### config.mk
export PLATFORM = sky130hd
export DESIGN_NAME = egsm_div
export DESIGN_NICKNAME = d
export VERILOG_FILES = /design/src/hdl/egsm_pkg.sv /design/src/hdl/egsm_div.sv
export SDC_FILE = /design/constraint.sdc
export NUM_CORES = 1
export LEC_CHECK = 0
export BUFFER_PORTS_ARGS = -buffer_cell sky130_fd_sc_hd__buf_2
export CORE_UTILIZATION = 45
export CTS_CLUSTER_DIAMETER = 150
export DETAILED_ROUTE_END_ITERATION = 8
export MAX_ROUTING_LAYER = met4
export PLACE_DENSITY = 0.68
export SYNTH_ARGS = -nofsm -noshare
export SYNTH_HDL_FRONTEND = slang
export SYNTH_SLANG_ARGS = --single-unit
### constraint.sdc
create_clock -name aclk -period 3.61 [get_ports aclk]
set_input_delay 0.722 -clock aclk [delete_from_list [all_inputs] [get_ports aclk]]
set_output_delay 0.722 -clock aclk [all_outputs]
set_load 0.01 [all_outputs]
### src/hdl/egsm_pkg.sv
// ============================================================================
// egsm_pkg
// Shared types, constants and tables for the elevation grid slope map.
// ============================================================================
package egsm_pkg;

    localparam int MAP_CELLS_DEFAULT = 128;

    // configuration reset values
    localparam logic [9:0]  CELL_SIZE_RESET  = 10'd100;
    localparam logic [13:0] MAX_SLOPE_RESET  = 14'd2500;
    localparam logic [13:0] OBST_SLOPE_RESET = 14'd3500;
    localparam logic [12:0] VEH_HEIGHT_RESET = 13'd500;

    typedef enum logic [1:0] {
        CFG_CELL_SIZE  = 2'd0,
        CFG_MAX_SLOPE  = 2'd1,
        CFG_OBST_SLOPE = 2'd2,
        CFG_VEH_HEIGHT = 2'd3
    } cfg_idx_t;

    // shared divider
    localparam int DIV_NW = 28;
    localparam int DIV_DW = 16;

    typedef struct packed {
        logic              start;
        logic [DIV_NW-1:0] num;
        logic [DIV_DW-1:0] den;
    } div_req_t;

    typedef struct packed {
        logic              done;
        logic [DIV_NW-1:0] quot;
    } div_rsp_t;

    // vectoring cordic, angles in 1/256 centidegree
    localparam int CORD_XW    = 30;
    localparam int CORD_AW    = 24;
    localparam int CORD_STEPS = 16;
    localparam int SLOPE_W    = 14;
    localparam logic [15:0] SLOPE_MAX = 16'd9000;

    typedef struct packed {
        logic                      start;
        logic signed [CORD_XW-1:0] x0;
        logic signed [CORD_XW-1:0] y0;
    } cord_req_t;

    typedef struct packed {
        logic               done;
        logic [SLOPE_W-1:0] cdeg;
    } cord_rsp_t;

    // dz is scaled by the same factor as an edge run
    localparam logic [9:0]  RISE_SCALE = 10'd1000;
    localparam logic [10:0] RUN_EDGE   = 11'd1000;
    localparam logic [10:0] RUN_DIAG   = 11'd1414;

    // neighbor walk over a 3x3 window, row major
    localparam logic [3:0] NB_CENTER = 4'd4;
    localparam logic [3:0] NB_COUNT  = 4'd9;

    typedef struct packed {
        logic signed [1:0] dr;
        logic signed [1:0] dc;
    } nb_off_t;

    function automatic nb_off_t nb_offset(input logic [3:0] nb);
        nb_off_t o;
        case (nb)
            4'd0:    o = '{dr: -2'sd1, dc: -2'sd1};
            4'd1:    o = '{dr: -2'sd1, dc:  2'sd0};
            4'd2:    o = '{dr: -2'sd1, dc:  2'sd1};
            4'd3:    o = '{dr:  2'sd0, dc: -2'sd1};
            4'd5:    o = '{dr:  2'sd0, dc:  2'sd1};
            4'd6:    o = '{dr:  2'sd1, dc: -2'sd1};
            4'd7:    o = '{dr:  2'sd1, dc:  2'sd0};
            4'd8:    o = '{dr:  2'sd1, dc:  2'sd1};
            default: o = '{dr:  2'sd0, dc:  2'sd0};
        endcase
        return o;
    endfunction

    function automatic logic [20:0] atan_step(input logic [3:0] i);
        logic [20:0] a;
        case (i)
            4'd0:    a = 21'd1152000;
            4'd1:    a = 21'd680065;
            4'd2:    a = 21'd359328;
            4'd3:    a = 21'd182400;
            4'd4:    a = 21'd91554;
            4'd5:    a = 21'd45822;
            4'd6:    a = 21'd22916;
            4'd7:    a = 21'd11459;
            4'd8:    a = 21'd5730;
            4'd9:    a = 21'd2865;
            4'd10:   a = 21'd1432;
            4'd11:   a = 21'd716;
            4'd12:   a = 21'd358;
            4'd13:   a = 21'd179;
            4'd14:   a = 21'd90;
            default: a = 21'd45;
        endcase
        return a;
    endfunction

endpackage

### src/hdl/egsm_div.sv
// ============================================================================
// egsm_div
// Shared restoring divider, one quotient bit per cycle.
// ============================================================================
module egsm_div (
    input  logic                aclk,
    input  logic                aresetn,
    input  egsm_pkg::div_req_t  req,
    output egsm_pkg::div_rsp_t  rsp
);
    import egsm_pkg::*;

    localparam int CW = $clog2(DIV_NW);

    logic              busy_reg, busy_next;
    logic              done_reg, done_next;
    logic [CW-1:0]     cnt_reg, cnt_next;
    logic [DIV_NW-1:0] quo_reg, quo_next;
    logic [DIV_DW-1:0] rem_reg, rem_next;
    logic [DIV_DW-1:0] den_reg, den_next;
    logic [DIV_DW:0]   trial;

    assign trial = {rem_reg, quo_reg[DIV_NW-1]};

    always_comb begin
        busy_next = busy_reg;
        done_next = 1'b0;
        cnt_next  = cnt_reg;
        quo_next  = quo_reg;
        rem_next  = rem_reg;
        den_next  = den_reg;
        if (req.start) begin
            busy_next = 1'b1;
            cnt_next  = '0;
            quo_next  = req.num;
            rem_next  = '0;
            den_next  = req.den;
        end else if (busy_reg) begin
            cnt_next = cnt_reg + 1'b1;
            if (trial >= {1'b0, den_reg}) begin
                rem_next = DIV_DW'(trial - {1'b0, den_reg});
                quo_next = {quo_reg[DIV_NW-2:0], 1'b1};
            end else begin
                rem_next = trial[DIV_DW-1:0];
                quo_next = {quo_reg[DIV_NW-2:0], 1'b0};
            end
            if (cnt_reg == CW'(DIV_NW - 1)) begin
                busy_next = 1'b0;
                done_next = 1'b1;
            end
        end
    end

    always_ff @(posedge aclk) begin
        if (!aresetn) begin
            busy_reg <= 1'b0;
            done_reg <= 1'b0;
            cnt_reg  <= '0;
        end else begin
            busy_reg <= busy_next;
            done_reg <= done_next;
            cnt_reg  <= cnt_next;
        end
        quo_reg <= quo_next;
        rem_reg <= rem_next;
        den_reg <= den_next;
    end

    assign rsp.done = done_reg;
    assign rsp.quot = quo_reg;
endmodule

==> results_dict.tcl <==
set metrics [dict create \
    status "finished, final reports clean" \
    area_growth_pct 17.5 \
    grt_pass1_wl_um 11900 \
    wl_per_cell_um 14.0 \
    yosysTopAreaCell "edfxtp_1" \
    start_kind "flop" \
    rsz0062_at_grt "no" \
    finalSetupTns_ns 0 \
    track_usage 0.186 \
    tightest_slew_ns 0.766 \
    seq_power_share 0.455 \
    cts_hold_buf 0 \
    synthAdderAreaFrac 0.0635 \
    setup_violations 0 \
    p_switching_w 0.000567 \
    leakagePower_nw 1.73 \
    cts_tree "yes" \
    hp-class "reg -> reg" \
    cts_repair_resize_count 0 \
    wirelength_um 7250 \
    synth-simple-area-share 0.128 \
    rr_endpoint "rem_reg[9]$_SDFFE_PP0P_" \
    drv_slew 0 \
    clkTransAtPathRegs_ns 0.08 \
    core_um2 7810 \
    synth_warnings 0 \
    r2r_start "den_reg[6]$_DFFE_PP_" \
    synth_area_leaders "edfxtp_1, dfxtp_1, mux2_2, ha_1, nor2_1" \
    largest_reg_flops 28 \
    p_per_area_nw_per_um2 471 \
    synthTopCellsByCount "edfxtp_1, nor2_1, mux2_2" \
    cts_htree_levels 3 \
    port_buffers 75 \
    skew_ns 0.00966 \
    ys_seq_area_frac 0.486 \
    clock-sinks 67 \
    vias 2765 \
    dieArea_um2 8510 \
    die_w_um 92.3 \
    synthArstFlopShare 0 \
    antenna_left 0 \
    yosys.area.top_type_share 0.360 \
    drc 0 \
    setup.worst_path.end "rem_reg[9]$_SDFFE_PP0P_" \
    max_slew_margin 0.490 \
    clkPwrFrac 0.347 \
    synth_nets 404 \
    antenna_found_initial 0 \
    cts_setup_buffers 0 \
    internal_power_w 0.00146 \
    synth_top_family_by_area "compound AO/OA/AOI/OAI gates" \
    avgSynthCellArea_um2 10.8 \
    max_cap_violations 0 \
    row_count 32 \
    finalPower_w 0.00203 \
    drtPass1Iterations 4 \
    synth_xor_area_frac 0.0263 \
    p_comb_frac 0.198 \
    ios 76 \
    hold_viol_final 0 \
    root_buffer "clkbuf_8" \
    reg2reg_depth 8 \
    ys_types 51 \
    place_congestion 0.861 \
    layout-drive-gt1-share 0.316 \
    fmax_mhz 366 \
    grt_start_max_net_pins 60 \
    drtIter0Drc 93 \
    ys_ff_latch 67 \
    die_h_um 92.3 \
    fin_nets 474 \
    synth_edf_count 44 \
    diodes 0 \
    holdWs_ns 0.503 \
    utilization 0.552 \
    numCtsBuffers 9 \
    path_max_fanout 28 \
    synth_compound_area_frac 0.139 \
    peakVddDrop_v 0.000246 \
    cp-startpoint "den_reg[6]$_DFFE_PP_" \
    worst_ep_arrival_time_ns 2.98 \
    routed_via_density 5.36 \
    syn_area_um2 3670 \
    synth.area.mux_share 0.102 \
    period_minus_slack_ns 2.73 \
    ys.flop_type "edfxtp_1" \
    grt_pass1_vias 2509 \
    path_class "reg -> reg" \
    initial_core_util 0.470 \
    period_share 0.756 \
    switching_share 0.279 \
    hpwl_um 5160 \
    synth.most_common_cell "edfxtp_1" \
    clk-insertion-delay-late_ns 0.35 \
    cp_data_required_time_ns 3.86 \
    clockBufferDepth 2 \
    grt_remaining_overflow 0 \
    worstSetupEndpointType "flop" \
    r2r_slack_ns 0.88 \
    syn_inst 339 \
]
[metal layers]
| layer | track usage | vias up | wire (um) |
|---|---|---|---|
| met3 | 0.0514 | 14 | 310 |
| met5 | - | - | 0 |
| li1 | - | 1391 | - |
| met2 | 0.281 | 53 | 3380 |
| met4 | 0.0781 | 0 | 140 |
| met1 | 0.235 | 1307 | 3410 |
[cell type report]
type                            count  area [um2]
Multi-Input combinational cell    228        1680
Clock inverter                      7        98.8
Tap cell                          102         128
Fill cell                         700        3500
Timing Repair Buffer               78         398
Inverter                           25        93.8
Sequential cell                    67        1780
Clock buffer                        9         124
[critical path, cell delays in order (launching register included)]
cell and delay (ns):
edfxtp_1 0.33, inv_1 0.04, ha_1 0.47, a21oi_1 0.17, o21ai_1 0.24, nand4_1 0.24, a31oi_4 0.68, nand4_1 0.18
a311oi_1 0.29
[placed cells by master (no fill, tap or decap), drive strengths merged, types with 2 or more instances in the layout]
cell type,netlist,routed
a211oi,7,7
a21o,2,2
a21oi,20,20
a311oi,6,6
a31o,2,2
a31oi,2,2
a41oi,3,3
and3,2,2
and4,3,3
buf,10,78
bufinv,0,2
clkbuf,9,9
clkinv,2,4
dfxtp,23,23
edfxtp,44,44
ha,17,17
inv,23,25
mux2,28,28
mux2i,6,6
nand2,16,16
nand2b,8,8
nand3,10,10
nand3b,2,2
nand4,5,5
nand4b,2,2
nor2,31,31
nor2b,3,3
nor3,6,6
o211ai,2,2
o21a,2,2
o21ai,19,19
o311a,2,2
o31ai,2,2
xnor2,6,6
xor2,5,5
[logic make-up after synthesis]
family	after synthesis
buf+inv	44
xor+xnor	11
compound gates	74
mux	34
fa+ha+maj	18
simple gates	91
flops	67
[metrics by stage]
step / instance area, um2 / setup WS (ns) / std cells
finish: 4310 / 0.880 / 516
global route: 4310 / 0.585 / 516
CTS: 4310 / 0.871 / 516
detailed placement: 4090 / 0.908 / 500
global placement: 4090 / 1.00 / 500
floorplan: 3670 / 1.39 / 339
[power groups by stage]
stage                     clock network [W]  logic (W)  registers (W)
final                              0.000704   0.000402       0.000923
after detailed placement                  0   0.000404       0.000941
after CTS                          0.000725   0.000405       0.000924
after global routing               0.000750   0.000450       0.000933
after global placement                    0   0.000399       0.000939
after floorplan                           0   0.000281       0.000953
[worst min-delay path by stage]
| stage | start | to | slack [ns] | cells past startpoint |
|---|---|---|---|---|
| 2_1_floorplan | rem_reg[11]$_SDFFE_PP0P_ | rem_reg[11]$_SDFFE_PP0P_ | 0.47 | 2 |
| 3_3_place_gp | rem_reg[6]$_SDFFE_PP0P_ | rem_reg[6]$_SDFFE_PP0P_ | 0.49 | 2 |
| 3_5_place_dp | rem_reg[5]$_SDFFE_PP0P_ | rem_reg[5]$_SDFFE_PP0P_ | 0.50 | 2 |
| 4_1_cts | rem_reg[5]$_SDFFE_PP0P_ | rem_reg[5]$_SDFFE_PP0P_ | 0.51 | 2 |
| 5_1_grt | req[5] | den_reg[5]$_DFFE_PP_ | 0.51 | 1 |
| 6_report | rem_reg[8]$_SDFFE_PP0P_ | rem_reg[8]$_SDFFE_PP0P_ | 0.50 | 2 |
Power figures use the tool's default switching activity.
