<file path="config.mk">
export PLATFORM = sky130hd
export DESIGN_NAME = egsm_cordic
export DESIGN_NICKNAME = d
export VERILOG_FILES = /design/src/hdl/egsm_pkg.sv /design/src/hdl/egsm_cordic.sv
export SDC_FILE = /design/constraint.sdc
export NUM_CORES = 1
export LEC_CHECK = 0
export ABC_AREA = 1
export BUFFER_PORTS_ARGS = -buffer_cell sky130_fd_sc_hd__buf_2
export CORE_ASPECT_RATIO = 1.25
export CORE_MARGIN = 2
export CORE_UTILIZATION = 60
export DETAILED_ROUTE_END_ITERATION = 12
export GPL_TIMING_DRIVEN = 0
export PLACE_DENSITY = 0.78
export REMOVE_ABC_BUFFERS = 1
export SKIP_LAST_GASP = 1
export SLEW_MARGIN = 10
export SYNTH_ARGS = -nofsm -noshare
export SYNTH_HDL_FRONTEND = slang
export SYNTH_SLANG_ARGS = --single-unit
</file>
<file path="constraint.sdc">
create_clock -name aclk -period 5.3 [get_ports aclk]
set_clock_uncertainty 0.05 [all_clocks]
set_input_delay 1.325 -clock aclk [delete_from_list [all_inputs] [get_ports aclk]]
set_output_delay 1.325 -clock aclk [all_outputs]
set_load 0.05 [all_outputs]
</file>
<file path="src/hdl/egsm_pkg.sv">
// ============================================================================
// egsm_pkg
// Shared types, constants and tables for the elevation grid slope map.
// ============================================================================
package egsm_pkg;

    localparam int MAP_CELLS_DEFAULT = 128;

    // configuration reset values
    localparam logic [9:0]  CELL_SIZE_RESET  = 10'd100;
    localparam logic [13:0] MAX_SLOPE_RESET  = 14'd2500;
    localparam logic [13:0] OBST_SLOPE_RESET = 14'd3500;
    localparam logic [12:0] VEH_HEIGHT_RESET = 13'd500;

    typedef enum logic [1:0] {
        CFG_CELL_SIZE  = 2'd0,
        CFG_MAX_SLOPE  = 2'd1,
        CFG_OBST_SLOPE = 2'd2,
        CFG_VEH_HEIGHT = 2'd3
    } cfg_idx_t;

    // shared divider
    localparam int DIV_NW = 28;
    localparam int DIV_DW = 16;

    typedef struct packed {
        logic              start;
        logic [DIV_NW-1:0] num;
        logic [DIV_DW-1:0] den;
    } div_req_t;

    typedef struct packed {
        logic              done;
        logic [DIV_NW-1:0] quot;
    } div_rsp_t;

    // vectoring cordic, angles in 1/256 centidegree
    localparam int CORD_XW    = 30;
    localparam int CORD_AW    = 24;
    localparam int CORD_STEPS = 16;
    localparam int SLOPE_W    = 14;
    localparam logic [15:0] SLOPE_MAX = 16'd9000;

    typedef struct packed {
        logic                      start;
        logic signed [CORD_XW-1:0] x0;
        logic signed [CORD_XW-1:0] y0;
    } cord_req_t;

    typedef struct packed {
        logic               done;
        logic [SLOPE_W-1:0] cdeg;
    } cord_rsp_t;

    // dz is scaled by the same factor as an edge run
    localparam logic [9:0]  RISE_SCALE = 10'd1000;
    localparam logic [10:0] RUN_EDGE   = 11'd1000;
    localparam logic [10:0] RUN_DIAG   = 11'd1414;

    // neighbor walk over a 3x3 window, row major
    localparam logic [3:0] NB_CENTER = 4'd4;
    localparam logic [3:0] NB_COUNT  = 4'd9;

    typedef struct packed {
        logic signed [1:0] dr;
        logic signed [1:0] dc;
    } nb_off_t;

    function automatic nb_off_t nb_offset(input logic [3:0] nb);
        nb_off_t o;
        case (nb)
            4'd0:    o = '{dr: -2'sd1, dc: -2'sd1};
            4'd1:    o = '{dr: -2'sd1, dc:  2'sd0};
            4'd2:    o = '{dr: -2'sd1, dc:  2'sd1};
            4'd3:    o = '{dr:  2'sd0, dc: -2'sd1};
            4'd5:    o = '{dr:  2'sd0, dc:  2'sd1};
            4'd6:    o = '{dr:  2'sd1, dc: -2'sd1};
            4'd7:    o = '{dr:  2'sd1, dc:  2'sd0};
            4'd8:    o = '{dr:  2'sd1, dc:  2'sd1};
            default: o = '{dr:  2'sd0, dc:  2'sd0};
        endcase
        return o;
    endfunction

    function automatic logic [20:0] atan_step(input logic [3:0] i);
        logic [20:0] a;
        case (i)
            4'd0:    a = 21'd1152000;
            4'd1:    a = 21'd680065;
            4'd2:    a = 21'd359328;
            4'd3:    a = 21'd182400;
            4'd4:    a = 21'd91554;
            4'd5:    a = 21'd45822;
            4'd6:    a = 21'd22916;
            4'd7:    a = 21'd11459;
            4'd8:    a = 21'd5730;
            4'd9:    a = 21'd2865;
            4'd10:   a = 21'd1432;
            4'd11:   a = 21'd716;
            4'd12:   a = 21'd358;
            4'd13:   a = 21'd179;
            4'd14:   a = 21'd90;
            default: a = 21'd45;
        endcase
        return a;
    endfunction

endpackage

</file>
<file path="src/hdl/egsm_cordic.sv">
// ============================================================================
// egsm_cordic
// Vectoring CORDIC arctangent, one micro-rotation per cycle.
// ============================================================================
module egsm_cordic (
    input  logic                aclk,
    input  logic                aresetn,
    input  egsm_pkg::cord_req_t req,
    output egsm_pkg::cord_rsp_t rsp
);
    import egsm_pkg::*;

    logic                      busy_reg, busy_next;
    logic                      done_reg, done_next;
    logic [3:0]                i_reg, i_next;
    logic signed [CORD_XW-1:0] x_reg, x_next;
    logic signed [CORD_XW-1:0] y_reg, y_next;
    logic signed [CORD_AW-1:0] ang_reg, ang_next;
    logic signed [CORD_XW-1:0] xs, ys;
    logic signed [CORD_AW-1:0] at;
    logic [CORD_AW-1:0]        rnd;
    logic [15:0]               cd;

    // shift of a signed value is a floor division by 2^i
    assign xs = x_reg >>> i_reg;
    assign ys = y_reg >>> i_reg;
    assign at = $signed(CORD_AW'(atan_step(i_reg)));

    always_comb begin
        busy_next = busy_reg;
        done_next = 1'b0;
        i_next    = i_reg;
        x_next    = x_reg;
        y_next    = y_reg;
        ang_next  = ang_reg;
        if (req.start) begin
            busy_next = 1'b1;
            i_next    = '0;
            x_next    = req.x0;
            y_next    = req.y0;
            ang_next  = '0;
        end else if (busy_reg) begin
            if (!y_reg[CORD_XW-1]) begin
                x_next   = x_reg + ys;
                y_next   = y_reg - xs;
                ang_next = ang_reg + at;
            end else begin
                x_next   = x_reg - ys;
                y_next   = y_reg + xs;
                ang_next = ang_reg - at;
            end
            i_next = i_reg + 1'b1;
            if (i_reg == 4'(CORD_STEPS - 1)) begin
                busy_next = 1'b0;
                done_next = 1'b1;
            end
        end
    end

    always_ff @(posedge aclk) begin
        if (!aresetn) begin
            busy_reg <= 1'b0;
            done_reg <= 1'b0;
        end else begin
            busy_reg <= busy_next;
            done_reg <= done_next;
        end
        i_reg   <= i_next;
        x_reg   <= x_next;
        y_reg   <= y_next;
        ang_reg <= ang_next;
    end

    // round half up to centidegrees, clamp to 0..9000
    assign rnd = CORD_AW'(ang_reg) + CORD_AW'(128);
    assign cd  = rnd[23:8];

    always_comb begin
        rsp.done = done_reg;
        if (ang_reg[CORD_AW-1]) begin
            rsp.cdeg = '0;
        end else if (cd > SLOPE_MAX) begin
            rsp.cdeg = SLOPE_W'(SLOPE_MAX);
        end else begin
            rsp.cdeg = cd[SLOPE_W-1:0];
        end
    end
endmodule

</file>
==> reports/qor.txt <==
status -> completed
Mean Syn Cell Area -> 6.31 µm²
setup violators final -> 0
CP most frequent cell -> nand2_1
Synth area leader -> nand2_1
Total GRT Usage -> 0.333
Post-synth ARST share -> 0
Clock Tree Buf Depth -> 2
slowest CP cell -> inv_4
hold slack -> 426 ps
htree depth -> 3
largest net degree at the start of global routing -> 75
period utilisation layout -> 0.937
register area share after synthesis -> 0.196
RR Startpoint -> i_reg[2]$_SDFFE_PP0P_
CTS tree -> built
Multi-input gate area -> 10,400 µm²
Worst Path Arrival -> 5060 ps
via count -> 15,200
Diodes inserted -> 0
grt ovf -> 0
worst setup path category -> flip-flop to flip-flop
CTS sink count -> 111
clk root buf -> clkbuf_16
power per cell area -> 769 nW/µm²
layout cell share with drive strength beyond 1 -> 0.126
hold buffer count at cts -> 0
Worst Setup End Kind -> flip-flop
Final min period -> 4970 ps
Nets -> 2,469
DP HPWL -> 33.3 mm
FF+latch count, synth -> 111
measured slew at the worst slew-check pin -> 1090 ps
worst r2r dst -> x_reg[23]$_DFFE_PP_
Die X -> 143 µm
post-synthesis cell count -> 2,286
highest ir drop seen on vdd -> 0.357 mV
hold path start -> ang_reg[5]$_SDFFE_PP0P_
area share of the largest cell type after synthesis -> 0.164
yosys warns -> 0
core region area -> 23,600 µm²
Clk Latency, worst-skew pair -> 400 ps
vias in the first global route -> 14,000
Hold Crit Class -> flip-flop to flip-flop
1st-pass router iterations -> 5
I/O Buffers -> 77
Die Height -> 177 µm
Worst Path Buf+Inv -> 4
Synth Flop Type -> edfxtp_1
WL/cell -> 16.3 µm
Final ANT Viol Nets -> 0
CP Launch Type -> flip-flop
reg-to-reg slack, setup -> 330 ps
hold path depth -> 2
Post-synth EDFFs -> 60
number of fill cells -> 2,329
Initial Utilization -> 0.610
mapped cell area -> 14,400 µm²
Reg area -> 2830 µm²
drt drc -> 0
Pins Over Slew Limit -> 0
Iter 0 DRT Violations -> 1,093
I/O pin count -> 78
Worst R2R Path Depth -> 24
Vias/cell -> 5.86
clock slew at reported path FFs -> 80 ps
GPL Wtd Cong -> 0.956
relative slew slack -> 0.270
end of the worst hold path -> ang_reg[5]$_SDFFE_PP0P_
Fin Setup TNS -> 0 ps
max-capacitance violation count -> 0
Worst path top cell family by delay -> simple AND/OR/NAND/NOR gates
Synth area leaders -> nand2_1, edfxtp_1, nand3_1
unrepaired setup endpoints after global routing -> false
CP Cell Sequence -> buf_12 -> inv_4 -> nand3_1 -> nand2_1 -> nand2_1 -> nand2_1 -> inv_1 -> ha_1 -> nand3_2 -> nand2_1 -> xor2_1 -> ha_1 -> a21o_1 -> a21oi_1 -> o21ai_0 -> a21oi_1 -> inv_1 -> nand2_1 -> nand2_1 -> nand2_1 -> nand2_1 -> or2_2 -> nand3_1 -> nand2_1
critical path required time -> 5390 ps
global-route wire length before repair -> 67.4 mm
fmax -> 201 MHz
Die Area -> 25,300 µm²
initial antenna violation count -> 0
Lkg Pwr -> 7.36 nW
# rows -> 63
crit-path max cell delay -> 520 ps
final hold violation count -> 0
Area growth syn-to-layout -> 6.13%
Distinct cells, synth -> 54
maximum fanout along the worst path -> 60
Num CTS Buffers -> 9
WL final -> 42.5 mm
## worst max path at each step
stage / start / to / slack [ps] / cells past startpoint
after floorplan: i_reg[0]$_SDFFE_PP0P_ / y_reg[21]$_DFFE_PP_ / -530 / 25
after global placement: i_reg[0]$_SDFFE_PP0P_ / y_reg[25]$_DFFE_PP_ / -2440 / 27
after detailed placement: i_reg[1]$_SDFFE_PP0P_ / y_reg[25]$_DFFE_PP_ / -830 / 27
after CTS: i_reg[2]$_SDFFE_PP0P_ / y_reg[25]$_DFFE_PP_ / 40 / 26
after global routing: i_reg[2]$_SDFFE_PP0P_ / x_reg[23]$_DFFE_PP_ / 60 / 24
final: i_reg[2]$_SDFFE_PP0P_ / x_reg[23]$_DFFE_PP_ / 330 / 24
## worst register-to-register path: cells and delay by family, from the launching register on
kind                     cells  cell delay (ps)
AO/OA/AOI/OAI                4             1080
XOR/XNOR                     1              170
adder cells (fa/ha/maj)      2              570
buffers and inverters        4              980
flip-flops                   1              410
AND/OR/NAND/NOR             13             1490
## through the flow
| stage | util | power, mW | cell area, µm² | instances | worst slack, ps |
|---|---|---|---|---|---|
| 2_1_floorplan | - | 8.71 | 14000 | 2207 | -533 |
| 3_3_place_gp | 0.624 | 10.6 | 14800 | 2576 | -2440 |
| 3_5_place_dp | 0.630 | 10.8 | 14900 | 2583 | -827 |
| 4_1_cts | 0.645 | 11.7 | 15200 | 2599 | 41.0 |
| 5_1_grt | 0.647 | 13.0 | 15300 | 2602 | 59.3 |
| 6_report | 0.647 | 11.8 | 15300 | 2602 | 332 |
## synthesized netlist by cell type (9+ instances only)
library cell and count:
a21o_1 14, o22ai_1 10, nand3_2 36, o21bai_1 10, dfxtp_1 51, o21ai_0 112, buf_2 27, edfxtp_1 60
or2_2 31, buf_1 12, nand3_1 344, clkbuf_1 25, buf_6 9, xnor2_1 35, xor2_1 70, o21a_1 9
nand2_1 631, o21ai_2 9, a21oi_1 103, nand4_1 17, nor3_1 27, inv_1 177, inv_2 19, nor3_2 9
nand2_2 45, nor2_2 13, nand3b_1 11, nor2_1 183, a31oi_1 15, ha_1 98
## timing repair
action / in CTS / in global routing
resized for setup: 7 / 11
setup endpoints to repair: 22 / 23
pin swaps: 0 / 1
setup buffers: 0 / 3
## final cells by class
class,instances,share of cell area
Clock buffer,10,0.0164
Clock inverter,6,0.00507
Inverter,199,0.0507
Multi-Input combinational cell,1897,0.682
Sequential cell,111,0.185
Tap cell,292,0.0239
Timing Repair Buffer,87,0.0368
## routing by layer
| metal | global-route usage | share of wire |
|---|---|---|
| met1 | 0.390 | 0.41 |
| met2 | 0.610 | 0.50 |
| met3 | 0.0256 | 0.044 |
| met4 | 0.162 | 0.046 |
| met5 | 0 | 0 |
## cell families (layout without fill, tap and decap cells)
group,Yosys count,after routing,synth area share
fa+ha+maj,101,101,0.0892
buf+inv,278,302,0.0809
xor+xnor,105,105,0.0638
flops,111,111,0.196
compound gates,319,319,0.128
simple gates,1372,1372,0.442
## cell usage in the layout (no fill, tap or decap), drive strengths merged, types with 3 or more instances in the layout
cell    synthesis  routed
a211oi          4       4
a21boi          3       3
a21o           14      14
a21oi         104     104
a31oi          15      15
buf            54      87
clkbuf         25      10
clkinv          3       6
dfxtp          51      51
edfxtp         60      60
fa              3       3
ha             98      98
inv           196     199
nand2         681     681
nand3         382     382
nand3b         11      11
nand4          17      17
nor2          205     205
nor3           37      37
nor4            3       3
o211ai          7       7
o21a            9       9
o21ai         130     130
o21bai         10      10
o221ai          8       8
o22ai          10      10
or2            33      33
xnor2          35      35
xor2           70      70
## power by group
group	switching, mW	internal [mW]	total [mW]	leakage, nW
registers	0.494	1.37	1.87	1.03
clock network	0.399	0.370	0.768	0.159
logic	5.82	3.32	9.14	6.17
(Power assumes the default switching activity.)
